$ cat config.mk
export PLATFORM = sky130hd
export DESIGN_NAME = threshold_centroid
export DESIGN_NICKNAME = d
export VERILOG_FILES = /design/src/design/tc_pkg.sv /design/src/design/threshold_centroid.sv /design/src/design/tc_div.sv /design/src/design/tc_datapath.sv /design/src/design/tc_ctrl.sv
export VERILOG_INCLUDE_DIRS = /design/src /design/src/design
export SDC_FILE = /design/constraint.sdc
export NUM_CORES = 1
export LEC_CHECK = 0
export BUFFER_PORTS_ARGS = -buffer_cell sky130_fd_sc_hd__buf_2
export CAP_MARGIN = 10
export CORE_MARGIN = 5
export CORE_UTILIZATION = 59
export CTS_BUF_LIST = sky130_fd_sc_hd__clkbuf_4 sky130_fd_sc_hd__clkbuf_8
export DETAILED_ROUTE_END_ITERATION = 7
export PLACE_DENSITY_LB_ADDON = 0.2
export SYNTH_ARGS = -nofsm -noshare
export SYNTH_HDL_FRONTEND = slang
export SYNTH_HIERARCHICAL = 1
export SYNTH_SLANG_ARGS = --single-unit
$ cat constraint.sdc
create_clock -name clk -period 6.5 [get_ports clk]
set_clock_uncertainty 0.2 [all_clocks]
set_input_delay 0 -clock clk [delete_from_list [all_inputs] [get_ports clk]]
set_output_delay 0 -clock clk [all_outputs]
set_load 0.05 [all_outputs]
$ cat src/design/threshold_centroid_macros.svh
// Assertion macros used by threshold_centroid.sv to check its own logic.
`ifndef THRESHOLD_CENTROID_MACROS_SVH
`define THRESHOLD_CENTROID_MACROS_SVH

`ifndef SYNTHESIS

`define TC_ASSERT_IMPLIES(label, clk, rst, cond, expr) \
  label: assert property (@(posedge clk) disable iff (rst) (cond) |-> (expr)) \
    else $error("implication check failed");

`define TC_ASSERT_NEXT(label, clk, rst, cond, expr) \
  label: assert property (@(posedge clk) disable iff (rst) (cond) |=> (expr)) \
    else $error("next cycle check failed");

`else

`define TC_ASSERT_IMPLIES(label, clk, rst, cond, expr)

`define TC_ASSERT_NEXT(label, clk, rst, cond, expr)

`endif

`endif

$ cat src/design/tc_pkg.sv
`default_nettype none

package tc_pkg;

  localparam int PIXEL_W   = 8;
  localparam int THRESH_W  = 9;
  localparam int SIZE_W    = 11;
  localparam int CENTER_W  = 18;
  localparam int HIT_W     = 21;
  localparam int REG_IDX_W = 2;

  localparam logic [THRESH_W-1:0] THRESH_RESET = THRESH_W'(128);
  localparam logic [SIZE_W-1:0]   SIZE_RESET   = SIZE_W'(1024);

  typedef enum logic [REG_IDX_W-1:0] {
    REG_THRESHOLD    = 2'd0,
    REG_FRAME_WIDTH  = 2'd1,
    REG_FRAME_HEIGHT = 2'd2
  } reg_index_t;

  typedef enum logic [1:0] {
    S_IDLE,
    S_DIVIDE,
    S_LOAD,
    S_HOLD
  } state_t;

  typedef struct packed {
    logic accept_pixel;
    logic start_div;
    logic div_step;
    logic load_out;
  } cmd_t;

  typedef struct packed {
    logic frame_end;
  } status_t;

endpackage

`default_nettype wire

$ cat src/design/threshold_centroid.sv
// Pixels are taken one per cycle; only the last pixel of a frame can wait.
// The result is computed after the last pixel of a frame by two restoring
// dividers that produce one quotient bit per cycle. Pixels of the next
// frame are taken meanwhile; its last pixel waits until the result is taken.
// Reset (rst, synchronous): position, sums and hit count clear; threshold 128.
`default_nettype none

`include "threshold_centroid_macros.svh"

module threshold_centroid
  import tc_pkg::*;
#(
  parameter int MAX_WIDTH     = 1024,
  parameter int MAX_HEIGHT    = 1024,
  parameter int FRACTION_BITS = 8
) (
  input  wire logic                 clk,
  input  wire logic                 rst,
  input  wire logic                 write_enable,
  input  wire logic [REG_IDX_W-1:0] write_index,
  input  wire logic [SIZE_W-1:0]    write_data,
  input  wire logic                 pixel_valid,
  output logic                      pixel_stall,
  input  wire logic [PIXEL_W-1:0]   pixel,
  output logic                      result_valid,
  input  wire logic                 result_stall,
  output logic      [CENTER_W-1:0]  center_x,
  output logic      [CENTER_W-1:0]  center_y,
  output logic      [HIT_W-1:0]     hit_count,
  output logic                      found
);

  localparam int CW    = $clog2(MAX_WIDTH);
  localparam int RW    = $clog2(MAX_HEIGHT);
  localparam int MW    = (CW > RW) ? CW : RW;
  localparam int SUM_W = CW + RW + MW;
  localparam int DW    = SUM_W + FRACTION_BITS;

  cmd_t    cmd;
  status_t status;

  tc_ctrl #(
    .DIV_STEPS(DW)
  ) u_ctrl (
    .clk         (clk),
    .rst         (rst),
    .pixel_valid (pixel_valid),
    .pixel_stall (pixel_stall),
    .result_valid(result_valid),
    .result_stall(result_stall),
    .status      (status),
    .cmd         (cmd)
  );

  tc_datapath #(
    .MAX_WIDTH    (MAX_WIDTH),
    .MAX_HEIGHT   (MAX_HEIGHT),
    .FRACTION_BITS(FRACTION_BITS)
  ) u_datapath (
    .clk         (clk),
    .rst         (rst),
    .write_enable(write_enable),
    .write_index (write_index),
    .write_data  (write_data),
    .pixel       (pixel),
    .cmd         (cmd),
    .status      (status),
    .center_x    (center_x),
    .center_y    (center_y),
    .hit_count   (hit_count),
    .found       (found)
  );

  `TC_ASSERT_NEXT(a_div_follows_start, clk, rst, cmd.start_div, cmd.div_step)
  `TC_ASSERT_IMPLIES(a_no_step_while_held, clk, rst, result_valid, !cmd.div_step)
  `TC_ASSERT_IMPLIES(a_empty_zero, clk, rst, result_valid && !found, (center_x | center_y) == '0)
  `TC_ASSERT_IMPLIES(a_found_count, clk, rst, result_valid, found == (hit_count != '0))
  `TC_ASSERT_IMPLIES(a_frame_end_waits, clk, rst, status.frame_end && result_valid, pixel_stall)

endmodule

`default_nettype wire

$ cat src/design/tc_div.sv
`default_nettype none

module tc_div
  import tc_pkg::*;
#(
  parameter int DIVIDEND_W = 38
) (
  input  wire logic                  clk,
  input  wire logic                  load,
  input  wire logic                  step,
  input  wire logic [DIVIDEND_W-1:0] dividend_in,
  input  wire logic [HIT_W-1:0]      divisor_in,
  output logic      [CENTER_W-1:0]   quotient
);

  logic [DIVIDEND_W-1:0] dividend;
  logic [HIT_W-1:0]      divisor;
  logic [HIT_W-1:0]      remainder;
  logic [HIT_W:0]        trial;
  logic [HIT_W:0]        diff;
  logic                  fits;

  // Restoring division, one quotient bit per step. Only the low quotient
  // bits are kept, which is the masked result.
  assign trial = {remainder, dividend[DIVIDEND_W-1]};
  assign diff  = trial - {1'b0, divisor};
  assign fits  = trial >= {1'b0, divisor};

  always_ff @(posedge clk) begin
    if (load) begin
      dividend  <= dividend_in;
      divisor   <= divisor_in;
      remainder <= '0;
      quotient  <= '0;
    end else if (step) begin
      dividend  <= dividend << 1;
      remainder <= fits ? diff[HIT_W-1:0] : trial[HIT_W-1:0];
      quotient  <= {quotient[CENTER_W-2:0], fits};
    end
  end

endmodule

`default_nettype wire

$ cat src/design/tc_datapath.sv
`default_nettype none

module tc_datapath
  import tc_pkg::*;
#(
  parameter int MAX_WIDTH     = 1024,
  parameter int MAX_HEIGHT    = 1024,
  parameter int FRACTION_BITS = 8
) (
  input  wire logic                 clk,
  input  wire logic                 rst,
  input  wire logic                 write_enable,
  input  wire logic [REG_IDX_W-1:0] write_index,
  input  wire logic [SIZE_W-1:0]    write_data,
  input  wire logic [PIXEL_W-1:0]   pixel,
  input  wire cmd_t                 cmd,
  output status_t                   status,
  output logic      [CENTER_W-1:0]  center_x,
  output logic      [CENTER_W-1:0]  center_y,
  output logic      [HIT_W-1:0]     hit_count,
  output logic                      found
);

  localparam int CW    = $clog2(MAX_WIDTH);
  localparam int RW    = $clog2(MAX_HEIGHT);
  localparam int MW    = (CW > RW) ? CW : RW;
  localparam int SUM_W = CW + RW + MW;
  localparam int DW    = SUM_W + FRACTION_BITS;
  localparam int XW    = ((SIZE_W > MW) ? SIZE_W : MW) + 1;

  logic [THRESH_W-1:0] threshold;
  logic [SIZE_W-1:0]   frame_width;
  logic [SIZE_W-1:0]   frame_height;

  logic [CW-1:0]    column;
  logic [RW-1:0]    row;
  logic [SUM_W-1:0] sum_x;
  logic [SUM_W-1:0] sum_y;
  logic [HIT_W-1:0] hits;

  logic [XW-1:0]    width_ext;
  logic [XW-1:0]    height_ext;
  logic [XW-1:0]    column_last;
  logic [XW-1:0]    row_last;
  logic             row_end;
  logic             hit;
  logic [SUM_W-1:0] sum_x_add;
  logic [SUM_W-1:0] sum_y_add;
  logic [HIT_W-1:0] hits_add;
  logic [HIT_W-1:0] divisor;
  logic [CENTER_W-1:0] quot_x;
  logic [CENTER_W-1:0] quot_y;

  always_ff @(posedge clk) begin
    if (rst) begin
      threshold    <= THRESH_RESET;
      frame_width  <= SIZE_RESET;
      frame_height <= SIZE_RESET;
    end else if (write_enable) begin
      unique case (write_index)
        REG_THRESHOLD:    threshold    <= write_data[THRESH_W-1:0];
        REG_FRAME_WIDTH:  frame_width  <= write_data;
        REG_FRAME_HEIGHT: frame_height <= write_data;
        default: ;
      endcase
    end
  end

  // A size of zero acts as one and a size above the maximum acts as the maximum.
  assign width_ext  = XW'(frame_width);
  assign height_ext = XW'(frame_height);

  always_comb begin
    if (width_ext == '0) begin
      column_last = '0;
    end else if (width_ext > XW'(MAX_WIDTH)) begin
      column_last = XW'(MAX_WIDTH - 1);
    end else begin
      column_last = width_ext - XW'(1);
    end
    if (height_ext == '0) begin
      row_last = '0;
    end else if (height_ext > XW'(MAX_HEIGHT)) begin
      row_last = XW'(MAX_HEIGHT - 1);
    end else begin
      row_last = height_ext - XW'(1);
    end
  end

  assign row_end          = XW'(column) >= column_last;
  assign status.frame_end = row_end && (XW'(row) >= row_last);

  assign hit       = {1'b0, pixel} >= threshold;
  assign sum_x_add = sum_x + (hit ? SUM_W'(column) : '0);
  assign sum_y_add = sum_y + (hit ? SUM_W'(row) : '0);
  assign hits_add  = hits + HIT_W'(hit);

  always_ff @(posedge clk) begin
    if (rst) begin
      column <= '0;
      row    <= '0;
      sum_x  <= '0;
      sum_y  <= '0;
      hits   <= '0;
    end else if (cmd.accept_pixel) begin
      if (status.frame_end) begin
        column <= '0;
        row    <= '0;
        sum_x  <= '0;
        sum_y  <= '0;
        hits   <= '0;
      end else begin
        sum_x <= sum_x_add;
        sum_y <= sum_y_add;
        hits  <= hits_add;
        if (row_end) begin
          column <= '0;
          row    <= row + RW'(1);
        end else begin
          column <= column + CW'(1);
        end
      end
    end
  end

  always_ff @(posedge clk) begin
    if (cmd.start_div) begin
      divisor <= hits_add;
    end
  end

  tc_div #(
    .DIVIDEND_W(DW)
  ) u_div_x (
    .clk        (clk),
    .load       (cmd.start_div),
    .step       (cmd.div_step),
    .dividend_in(DW'(sum_x_add) << FRACTION_BITS),
    .divisor_in (hits_add),
    .quotient   (quot_x)
  );

  tc_div #(
    .DIVIDEND_W(DW)
  ) u_div_y (
    .clk        (clk),
    .load       (cmd.start_div),
    .step       (cmd.div_step),
    .dividend_in(DW'(sum_y_add) << FRACTION_BITS),
    .divisor_in (hits_add),
    .quotient   (quot_y)
  );

  always_ff @(posedge clk) begin
    if (cmd.load_out) begin
      hit_count <= divisor;
      found     <= divisor != '0;
      center_x  <= (divisor != '0) ? quot_x : '0;
      center_y  <= (divisor != '0) ? quot_y : '0;
    end
  end

endmodule

`default_nettype wire

$ cat src/design/tc_ctrl.sv
`default_nettype none

module tc_ctrl
  import tc_pkg::*;
#(
  parameter int DIV_STEPS = 38
) (
  input  wire logic    clk,
  input  wire logic    rst,
  input  wire logic    pixel_valid,
  output logic         pixel_stall,
  output logic         result_valid,
  input  wire logic    result_stall,
  input  wire status_t status,
  output cmd_t         cmd
);

  localparam int CNT_W = $clog2(DIV_STEPS);

  state_t           state;
  state_t           state_next;
  logic [CNT_W-1:0] count;
  logic             last_step;

  assign last_step = count == CNT_W'(DIV_STEPS - 1);

  always_ff @(posedge clk) begin
    if (rst) begin
      state <= S_IDLE;
      count <= '0;
    end else begin
      state <= state_next;
      if (state == S_DIVIDE) begin
        count <= count + CNT_W'(1);
      end else begin
        count <= '0;
      end
    end
  end

  always_comb begin
    state_next = state;
    unique case (state)
      S_IDLE: begin
        if (pixel_valid && status.frame_end) begin
          state_next = S_DIVIDE;
        end
      end
      S_DIVIDE: begin
        if (last_step) begin
          state_next = S_LOAD;
        end
      end
      S_LOAD: begin
        state_next = S_HOLD;
      end
      S_HOLD: begin
        if (!result_stall) begin
          state_next = S_IDLE;
        end
      end
      default: state_next = S_IDLE;
    endcase
  end

  // Pixels inside a frame flow at any time; the last beat of a frame waits
  // until the divider and the result register are free.
  always_comb begin
    pixel_stall      = status.frame_end && (state != S_IDLE);
    result_valid     = state == S_HOLD;
    cmd.accept_pixel = pixel_valid && !pixel_stall;
    cmd.start_div    = pixel_valid && !pixel_stall && status.frame_end;
    cmd.div_step     = state == S_DIVIDE;
    cmd.load_out     = state == S_LOAD;
  end

endmodule

`default_nettype wire
== Word-level counts from Yosys, hierarchy flattened ==
Index checks and enable logic that the tools add are counted.
Operators by class
  add/sub/neg operators: 10
  magnitude comparators: 7
  eq/ne operators: 9
  mux-type cells: 23
  bitwise logic cells: 1
  reduce and logical (&&, ||, !) cells: 20
Operators by type and width (number)
  two-way mux 38 bit: 4
  two-way mux 21 bit: 3
  adder 30 bit: 2
  two-way mux 10 bit: 6
  two-way mux 30 bit: 2
  two-way mux 12 bit: 4
  >= comparator 22 x 21 -> 1 bit: 2
  subtractor 21 bit: 2
  >= comparator 10 x 12 -> 1 bit: 2
  zero test 12 bit: 2
  subtractor 11 x 1 -> 12 bit (second input constant): 2
  > comparator 11 bit (second input constant): 2
  adder 21 x 1 -> 21 bit: 1
  nonzero test 21 bit: 1
  adder 10 x 1 -> 10 bit (second input constant): 2
  >= comparator 8 x 9 -> 1 bit: 1
  case mux 2 bit (4 select lines): 1
  AND reduction 2 bit: 4
  adder 6 x 1 -> 6 bit (second input constant): 1
  == test 2 bit (second input constant): 3
  == test 6 bit (second input constant): 1
  two-way mux 2 bit: 3
  nonzero test 2 bit: 3
  logical AND 1 bit: 5
  8 further kinds: 11
Word-level totals
  flip-flop bits (word level): 357
  bits of input ports: 26
  output and inout port bits: 60
  logic and storage cells: 91

== Longest topological paths before layout ==
Gate-level depths: netlist of the first run.
  word-level depth: 10
  depth in mapped cells: 24
  gate-level depth less buffers: 22

== Hierarchy ==
The synthesis of the first run kept the hierarchy.
Modules (own cells, without submodules)
  tc_datapath: instances 1, cells an instance 1226, area an instance 11426.0 um2, seq. area each 5014.8 um2
  tc_div: instances 2, cells an instance 436, area an instance 4981.0 um2, seq. area each 2552.4 um2
  tc_ctrl: instances 1, cells an instance 45, area an instance 432.9 um2, seq. area each 160.2 um2

== Least setup slack after synthesis of the first run ==
No wires, ideal clock.
  path kind: register to register
  from: register u_datapath.frame_height[2]
  to: register u_datapath/u_div_x/dividend[0] (netlist name)
  library setup time: 392 ps
  arrival time: 6023 ps
  data required time: 5908 ps
  path slack: -115 ps
  cell stages (with the launch flop): 20
  buffers on the path: 4
  clock period less this slack: 6615 ps
  path through: dfxtp_1 nor4_2 and2_1 nand2_1 or2_2 clkbuf_1 maj3_1 ha_1 nand2b_1 a2111oi_0 nor4_1 o31a_1 nand2_2 inv_2 buf_2 and3_1 clkbuf_1 nor2_1 clkbuf_1 inv_1
RTL lines
  start: declaration: line tc_datapath.sv:33  | logic [SIZE_W-1:0] frame_height;
  start signal: assignment: line tc_datapath.sv:63  | REG_FRAME_HEIGHT: frame_height <= write_data;

==> results.yml, run 1 <==
clocking:
  clock_sinks: 415
  cts_tree: "done"
  cts.clk_slew.worst_paths_ps: 60
  cts_max_level: 3
  clock_latency_ps: 630
  cts_buffer_depth: 3
  cts_root_buf: "clkbuf_8"
  cts-buffers-inserted: 72
  post_cts_buffers: 0
floorplanning:
  die_y_um: 202.3
  die_x_um: 202.3
  initial_core_util_pct: 59.75
  fp.dieArea_um2: 40930
  io_pins: 86
  core_um2: 36520
  row_count: 70
cells_and_area:
  fin_util_pct: 67.08
  syn_to_final_growth_pct: 12.27
  nFillCells: 2746
  drive_above_1_share_pct: 15.12
  final_nets: 2396
detailed_routing:
  wire_per_inst_um: 17.81
  drt-initial-drc-count: 1146
  num_vias: 16684
  firstDrtPassIters: 5
  wirelength_mm: 49.70
  ant_nets: 0
  drc: 0
  vias_per_cell: 5.978
worst_setup_path:
  end_kind: "flip-flop"
  startpoint_type: "flip-flop"
  rr_startpoint: "u_datapath/frame_height[2]"
  timing_worst_setup_path_type: "reg -> reg"
  cp-startpoint: "u_datapath/frame_height[2]"
  critPathMaxFanout: 69
  r2r_cells: 17
  critical_path_arrival_ps: 5820
  cp.required_ps: 6830
hold_path:
  whs_path_depth: 4
  min_from: "write_data[6]"
  min_path_type: "in -> reg"
place:
  portBuffers: 85
  gp_congestion: 0.9007
  hpwl_mm: 33.04
yosys:
  synth_edf_count: 197
  yosysWarnings: 6
  ys_types: 87
  synthArstFlopShare_pct: 0
  synthCells: 2143
  avgSynthCellArea_um2: 10.18
  ys_seq_elements: 415
  synth-seq-area-share_pct: 47.11
  synthFlopType: "dfxtp_1"
  synth_area_um2: 21820
global_routing:
  track_usage_pct: 23.57
  gr-total-overflow: 0
  grt_max_degree: 92
  grt_first_pass_wirelength_mm: 80.50
  antenna_found_initial: 0
  grt-busiest-layer: "met2"
  grt_util_met2_pct: 40.07
  use_met1_pct: 29.94
  grt_pass1_vias: 16347
  met3_usage_pct: 4.155
sta:
  min_period_over_period_pct: 84.40
  final-max-slew-violation-count: 0
  fin_tns_setup_ps: 0
  max_freq_ghz: 0.1823
  hold_violations: 0
  setup_viol: 0
  layout_min_cycle_time_ps: 5486
  max-slew-margin-rel_pct: 23.85
  tightest_slew_ps: 1137
  rsz0062_at_grt: "no"
power_and_ir_drop:
  power.density_nw_per_um2: 223.3
  max-vdd-ir-drop_v: 0.0001684
  p_leak_nw: 9.451
run:
  cap_violations: 0
status:
  status: "completed"
[cells by family (layout without fill, tap and decap cells)]
kind of cell	count (synthesis)	in the layout	share of synthesized area (%)
and+or+nand+nor	681	681	15.70
AOI/OAI and AO/OA	435	435	14.01
DFF	415	415	47.11
buffers and inverters	216	380	4.008
muxes	154	154	7.494
xor gates and xnor gates	132	132	5.298
adders and majority gates	109	109	6.365
other	1	17	0.01719
[state kept, by name, summed over array words and instances, names as in the netlist, 10 cells and up]
signal                        count
u_datapath/u_div_x/dividend      38
u_datapath/u_div_y/dividend      38
u_datapath/sum_x                 30
u_datapath/sum_y                 30
u_datapath/divisor               21
u_datapath/hit_count             21
u_datapath/hits                  21
u_datapath/u_div_x/divisor       21
u_datapath/u_div_x/remainder     21
u_datapath/u_div_y/divisor       21
u_datapath/u_div_y/remainder     21
u_datapath/center_x              18
u_datapath/center_y              18
u_datapath/u_div_x/quotient      18
u_datapath/u_div_y/quotient      18
u_datapath/frame_height          11
u_datapath/frame_width           11
u_datapath/column                10
u_datapath/row                   10
[cells in the mapped netlist (14+ instances only)]
cell	n	share of area [%]
dfxtp_1	218	20
edfxtp_1	197	27
nor2_1	190	3.3
nand2_1	136	2.3
inv_1	110	1.9
a21oi_1	108	2.5
ha_1	103	5.9
nand3_1	80	1.8
mux2i_1	79	3.6
o21ai_0	78	1.8
xnor2_1	77	3.1
mux2_2	75	3.9
clkbuf_1	69	1.2
xor2_1	55	2.2
nor2b_1	50	1.4
nor3_1	40	0.92
nor3b_1	40	1.4
a32o_1	30	1.4
nand4_1	27	0.77
a211oi_1	24	0.83
nor4_1	23	0.66
a21o_1	20	0.69
o21a_1	20	0.69
and3_1	18	0.52
nand2b_1	15	0.43
a32oi_1	14	0.56
buf_1	14	0.24
buf_2	14	0.32
or3_1	14	0.40
[timing repair]
action | CTS | global route
hold buffers | 31 | 0
endpoints found under the hold margin | 90 | 0
gates resized for setup | 0 | 0
[per-layer routing]
metal,wire length (um),up-vias
met3,2522,121
met5,0,-
li1,-,8070
met4,1830,0
met2,23730,520
met1,21620,7973
[power by group]
group	total, W	switching [W]	internal (W)
Combinational	0.000197	0.000124	0.0000723
Clock	0.00254	0.00108	0.00145
Sequential	0.00274	0.0000119	0.00272
[layout by cell type, fill, tap and decap left out, drive strengths merged, types with 24 or more instances in the layout]
cell type / synthesis / layout
a211oi: 26 / 26
a21oi: 115 / 115
a32o: 30 / 30
buf: 33 / 104
clkbuf: 71 / 109
dfxtp: 218 / 218
dlygate4sd3: 0 / 31
edfxtp: 197 / 197
ha: 103 / 103
inv: 112 / 115
mux2: 75 / 75
mux2i: 79 / 79
nand2: 137 / 137
nand3: 82 / 82
nand4: 27 / 27
nor2: 191 / 191
nor2b: 50 / 50
nor3: 43 / 43
nor3b: 40 / 40
nor4: 24 / 24
o21ai: 91 / 91
xnor2: 77 / 77
xor2: 55 / 55
[critical path, stage by stage, from the launching register on]
cell       delay [ps]
dfxtp_1           360
nor4_2            360
and2_1            210
nand2_1           110
or2_2             380
maj3_1            370
ha_1              270
nand2b_1          140
a2111oi_0         430
nor4_1             90
o31a_1            340
nand2_2           110
inv_2              50
nor2b_1           160
nor2b_4           140
buf_4             630
nand2_1           570
o32ai_1           440
[worst paths after layout]
check	slack (ps)	endpoint
setup / recovery	1010	u_datapath/sum_y[25]
hold / removal	40	u_datapath/threshold[6]
setup reg to reg	1010	u_datapath/sum_y[25]
hold reg to reg	250	u_datapath/hit_count[5]
[metrics by stage]
step	area [um2]	cells	total power, W	hold WS, ps	worst slack (ps)
floorplan	21880	2158	0.002913	-74.89	602.3
finish	24500	2791	0.005472	44.22	1014
global placement	22630	2626	0.002963	60.74	1229
CTS	24500	2790	0.005525	2.369	1107
detailed placement	22630	2626	0.002967	59.15	1137
global route	24500	2790	0.005667	41.95	620.5
[layout make-up]
type / instances / area, um2 / area share, %
clock inverter: 24 / 205.2 / 0.8376
inverter: 112 / 420.4 / 1.716
sequential: 415 / 10280 / 41.96
multi-input combinational: 1527 / 10760 / 43.93
timing repair buffer: 135 / 893.4 / 3.647
antenna: 1 / 2.502 / 0.01021
clock buffer: 109 / 1350 / 5.511
tap: 468 / 585.6 / 2.390
(Power assumes the default switching activity.)
==> run 2: changes to the inputs <==
--- a/config.mk
+++ b/config.mk
@@ -6,10 +6,11 @@
 export SDC_FILE = /design/constraint.sdc
 export NUM_CORES = 1
 export LEC_CHECK = 0
+export ABC_AREA = 1
 export BUFFER_PORTS_ARGS = -buffer_cell sky130_fd_sc_hd__buf_2
 export CAP_MARGIN = 10
 export CORE_MARGIN = 5
-export CORE_UTILIZATION = 59
+export CORE_UTILIZATION = 60
 export CTS_BUF_LIST = sky130_fd_sc_hd__clkbuf_4 sky130_fd_sc_hd__clkbuf_8
 export DETAILED_ROUTE_END_ITERATION = 7
 export PLACE_DENSITY_LB_ADDON = 0.2
==> constraint.sdc (replaced) <==
create_clock -name clk -period 5.1 [get_ports clk]
set_clock_uncertainty 0.2 [all_clocks]
set_input_delay 0 -clock clk [delete_from_list [all_inputs] [get_ports clk]]
set_output_delay 0 -clock clk [all_outputs]
set_load 0.05 [all_outputs]
==> run 2 against run 1 <==
Compared with the run above: sequential power increased by 29%; final cell count is 32% higher; clock power increased by 24%; count of clock-buffer cells in the layout shrank 7.
==> results.yml, run 2 <==
floorplanning:
  fp.dieArea_um2: 43070
  die_y_um: 207.5
  io_pins: 86
  initial_core_util_pct: 60.58
  core_um2: 38650
  die_x_um: 207.5
  row_count: 72
clocking:
  cts_hold_buffers: 40
  cts_tree: "done"
  cts-buffers-inserted: 71
  clock_sinks: 415
  cts_resized: 0
  post_cts_buffers: 0
  cts_root_buf: "clkbuf_8"
  cts.clk_slew.worst_paths_ps: 60
  cts_max_level: 3
  cts_buffer_depth: 3
  clock_latency_ps: 640
cells_and_area:
  mostFrequentLayoutCells: "nand2_1 (924), inv_1 (372), dfxtp_1 (218)"
  fin_area_um2: 26150
  top_regs: "u_datapath/u_div_x/dividend (38), u_datapath/u_div_y/dividend (38)"
  n_antenna_cell: 0
  drive_above_1_share_pct: 14.69
  final_nets: 3234
  nFillCells: 3213
  syn_to_final_growth_pct: 11.68
  layout_commonest_cell: "nand2_1"
sta:
  final-max-slew-violation-count: 0
  max-slew-margin-rel_pct: 30.79
  setup_viol: 0
  rsz0062_at_grt: "no"
  tightest_slew_ps: 1038
  hold_slack_ps: 30.83
  max_freq_ghz: 0.2223
  hold_violations: 0
  layout_min_cycle_time_ps: 4499
  fin_tns_setup_ps: 0
  min_period_over_period_pct: 88.21
global_routing:
  gr-total-overflow: 0
  grt_max_degree: 82
  grt_pass1_vias: 19034
  track_usage_pct: 25.30
  grt_first_pass_wirelength_mm: 92.45
  antenna_found_initial: 0
yosys:
  synth.area.top_cells: "edfxtp_1 (25%), dfxtp_1 (19%), nand2_1 (15%)"
  synthCells: 2954
  ys_types: 55
  ys_top_cells_by_count: "nand2_1 (924), inv_1 (375), dfxtp_1 (218)"
  ys_seq_elements: 415
  synth_edf_count: 197
  yosys.area.top_type: "edfxtp_1"
  yosysMostFrequentCell: "nand2_1"
  synth.top_cell.area_share_pct: 25.27
  avgSynthCellArea_um2: 7.926
  synthFlopType: "dfxtp_1"
  synth-seq-area-share_pct: 43.91
  yosysWarnings: 6
  synthArstFlopShare_pct: 0
  synth_area_um2: 23410
worst_setup_path:
  startpoint_type: "flip-flop"
  end_kind: "flip-flop"
  timing.rr.end: "u_datapath/sum_y[20]"
  cp.required_ps: 5450
  timing_worst_setup_path_type: "reg -> reg"
  critPathMaxFanout: 81
  rr_startpoint: "u_datapath/frame_width[0]"
  r2r_cells: 24
  critical_path_arrival_ps: 4850
  reg2reg_slack_ps: 600
run:
  cap_violations: 0
detailed_routing:
  firstDrtPassIters: 5
  wirelength_mm: 55.58
  vias_per_cell: 5.322
  drc: 0
  num_vias: 19563
  drt-initial-drc-count: 1327
  ant_nets: 0
  wire_per_inst_um: 15.12
place:
  gp_congestion: 0.9387
  portBuffers: 85
  hpwl_mm: 39.05
  place_area_um2: 24260
hold_path:
  min_path_type: "in -> reg"
  whs_path_depth: 4
  min_to: "u_datapath/frame_width[5]"
  min_from: "write_data[5]"
power_and_ir_drop:
  max-vdd-ir-drop_v: 0.0002095
  power.density_nw_per_um2: 275.6
  p_leak_nw: 12.02
  p_total_w: 0.007207
status:
  status: "completed"
## run 2: how the worst max path moves through the flow
| stage | start | end | slack, ps | depth (start not counted) |
|---|---|---|---|---|
| 2_1_floorplan | u_datapath/frame_height[0] | u_datapath/u_div_x/dividend[0] | -30 | 25 |
| 3_3_place_gp | u_datapath/frame_height[0] | u_datapath/row[4] | 800 | 24 |
| 3_5_place_dp | u_datapath/frame_width[0] | u_datapath/hits[14] | 650 | 24 |
| 4_1_cts | u_datapath/frame_width[0] | u_datapath/sum_x[13] | 640 | 24 |
| 5_1_grt | u_datapath/frame_height[0] | u_datapath/sum_x[13] | 30 | 24 |
| 6_report | u_datapath/frame_width[0] | u_datapath/sum_y[20] | 600 | 24 |
## run 2: cell families (layout without fill, tap and decap cells)
logic type / after synthesis / in the layout / synth area share (%)
and+or+nand+nor: 1531 / 1531 / 29.73
buffers and inverters: 488 / 677 / 8.555
DFF: 415 / 415 / 43.91
AOI/OAI and AO/OA: 322 / 322 / 8.518
adders and majority gates: 107 / 107 / 5.846
xor gates and xnor gates: 90 / 90 / 3.431
other: 1 / 16 / 0.01602
## run 2: worst max-delay path: stages (launching register included)
cell	delay [ps]
dfxtp_1	340
inv_1	90
ha_1	250
nand2_2	110
nor2_4	60
inv_1	40
nor2_1	40
nor2_1	250
inv_1	150
nand3_1	100
nand2_1	60
ha_1	280
nand3_1	90
nor3_1	150
nand3_1	140
nand4_4	240
nand2_4	60
inv_1	70
inv_1	40
nor2_1	330
nor2_4	70
inv_2	130
buf_4	720
nand2_1	170
a21oi_2	190
## run 2: final cells by class
type | instances | area [um2] | area share [%]
timing repair buffer | 148 | 1026 | 3.924
sequential | 415 | 10280 | 39.31
multi-input combinational | 2066 | 11210 | 42.87
tap | 518 | 648.1 | 2.479
clock buffer | 102 | 1235 | 4.723
inverter | 399 | 1498 | 5.728
clock inverter | 28 | 252.7 | 0.9666
## run 2: metrics by stage
step	util, %	setup WS (ps)	std cells
6_report	67.66	601.5	3676
3_3_place_gp	62.78	797.7	3506
5_1_grt	67.66	29.31	3676
2_1_floorplan	-	-26.40	2969
4_1_cts	67.66	643.7	3676
3_5_place_dp	62.78	651.8	3506
## run 2: report_power, final
group	total (W)	leakage, nW	internal (W)	switching, W
clock	0.00314	0.789	0.00174	0.00141
sequential	0.00353	3.56	0.00350	0.0000313
combinational	0.000537	7.67	0.000192	0.000344
## run 2: layer usage
metal | share of wire, % | vias to the layer above | global-route usage, % | wire length (um)
met5 | 0 | - | 0 | 0
met4 | 2.1 | 0 | 7.798 | 1187
met3 | 4.9 | 94 | 4.307 | 2702
li1 | - | 9861 | - | -
met2 | 48 | 496 | 42.47 | 26480
met1 | 45 | 9112 | 33.77 | 25210
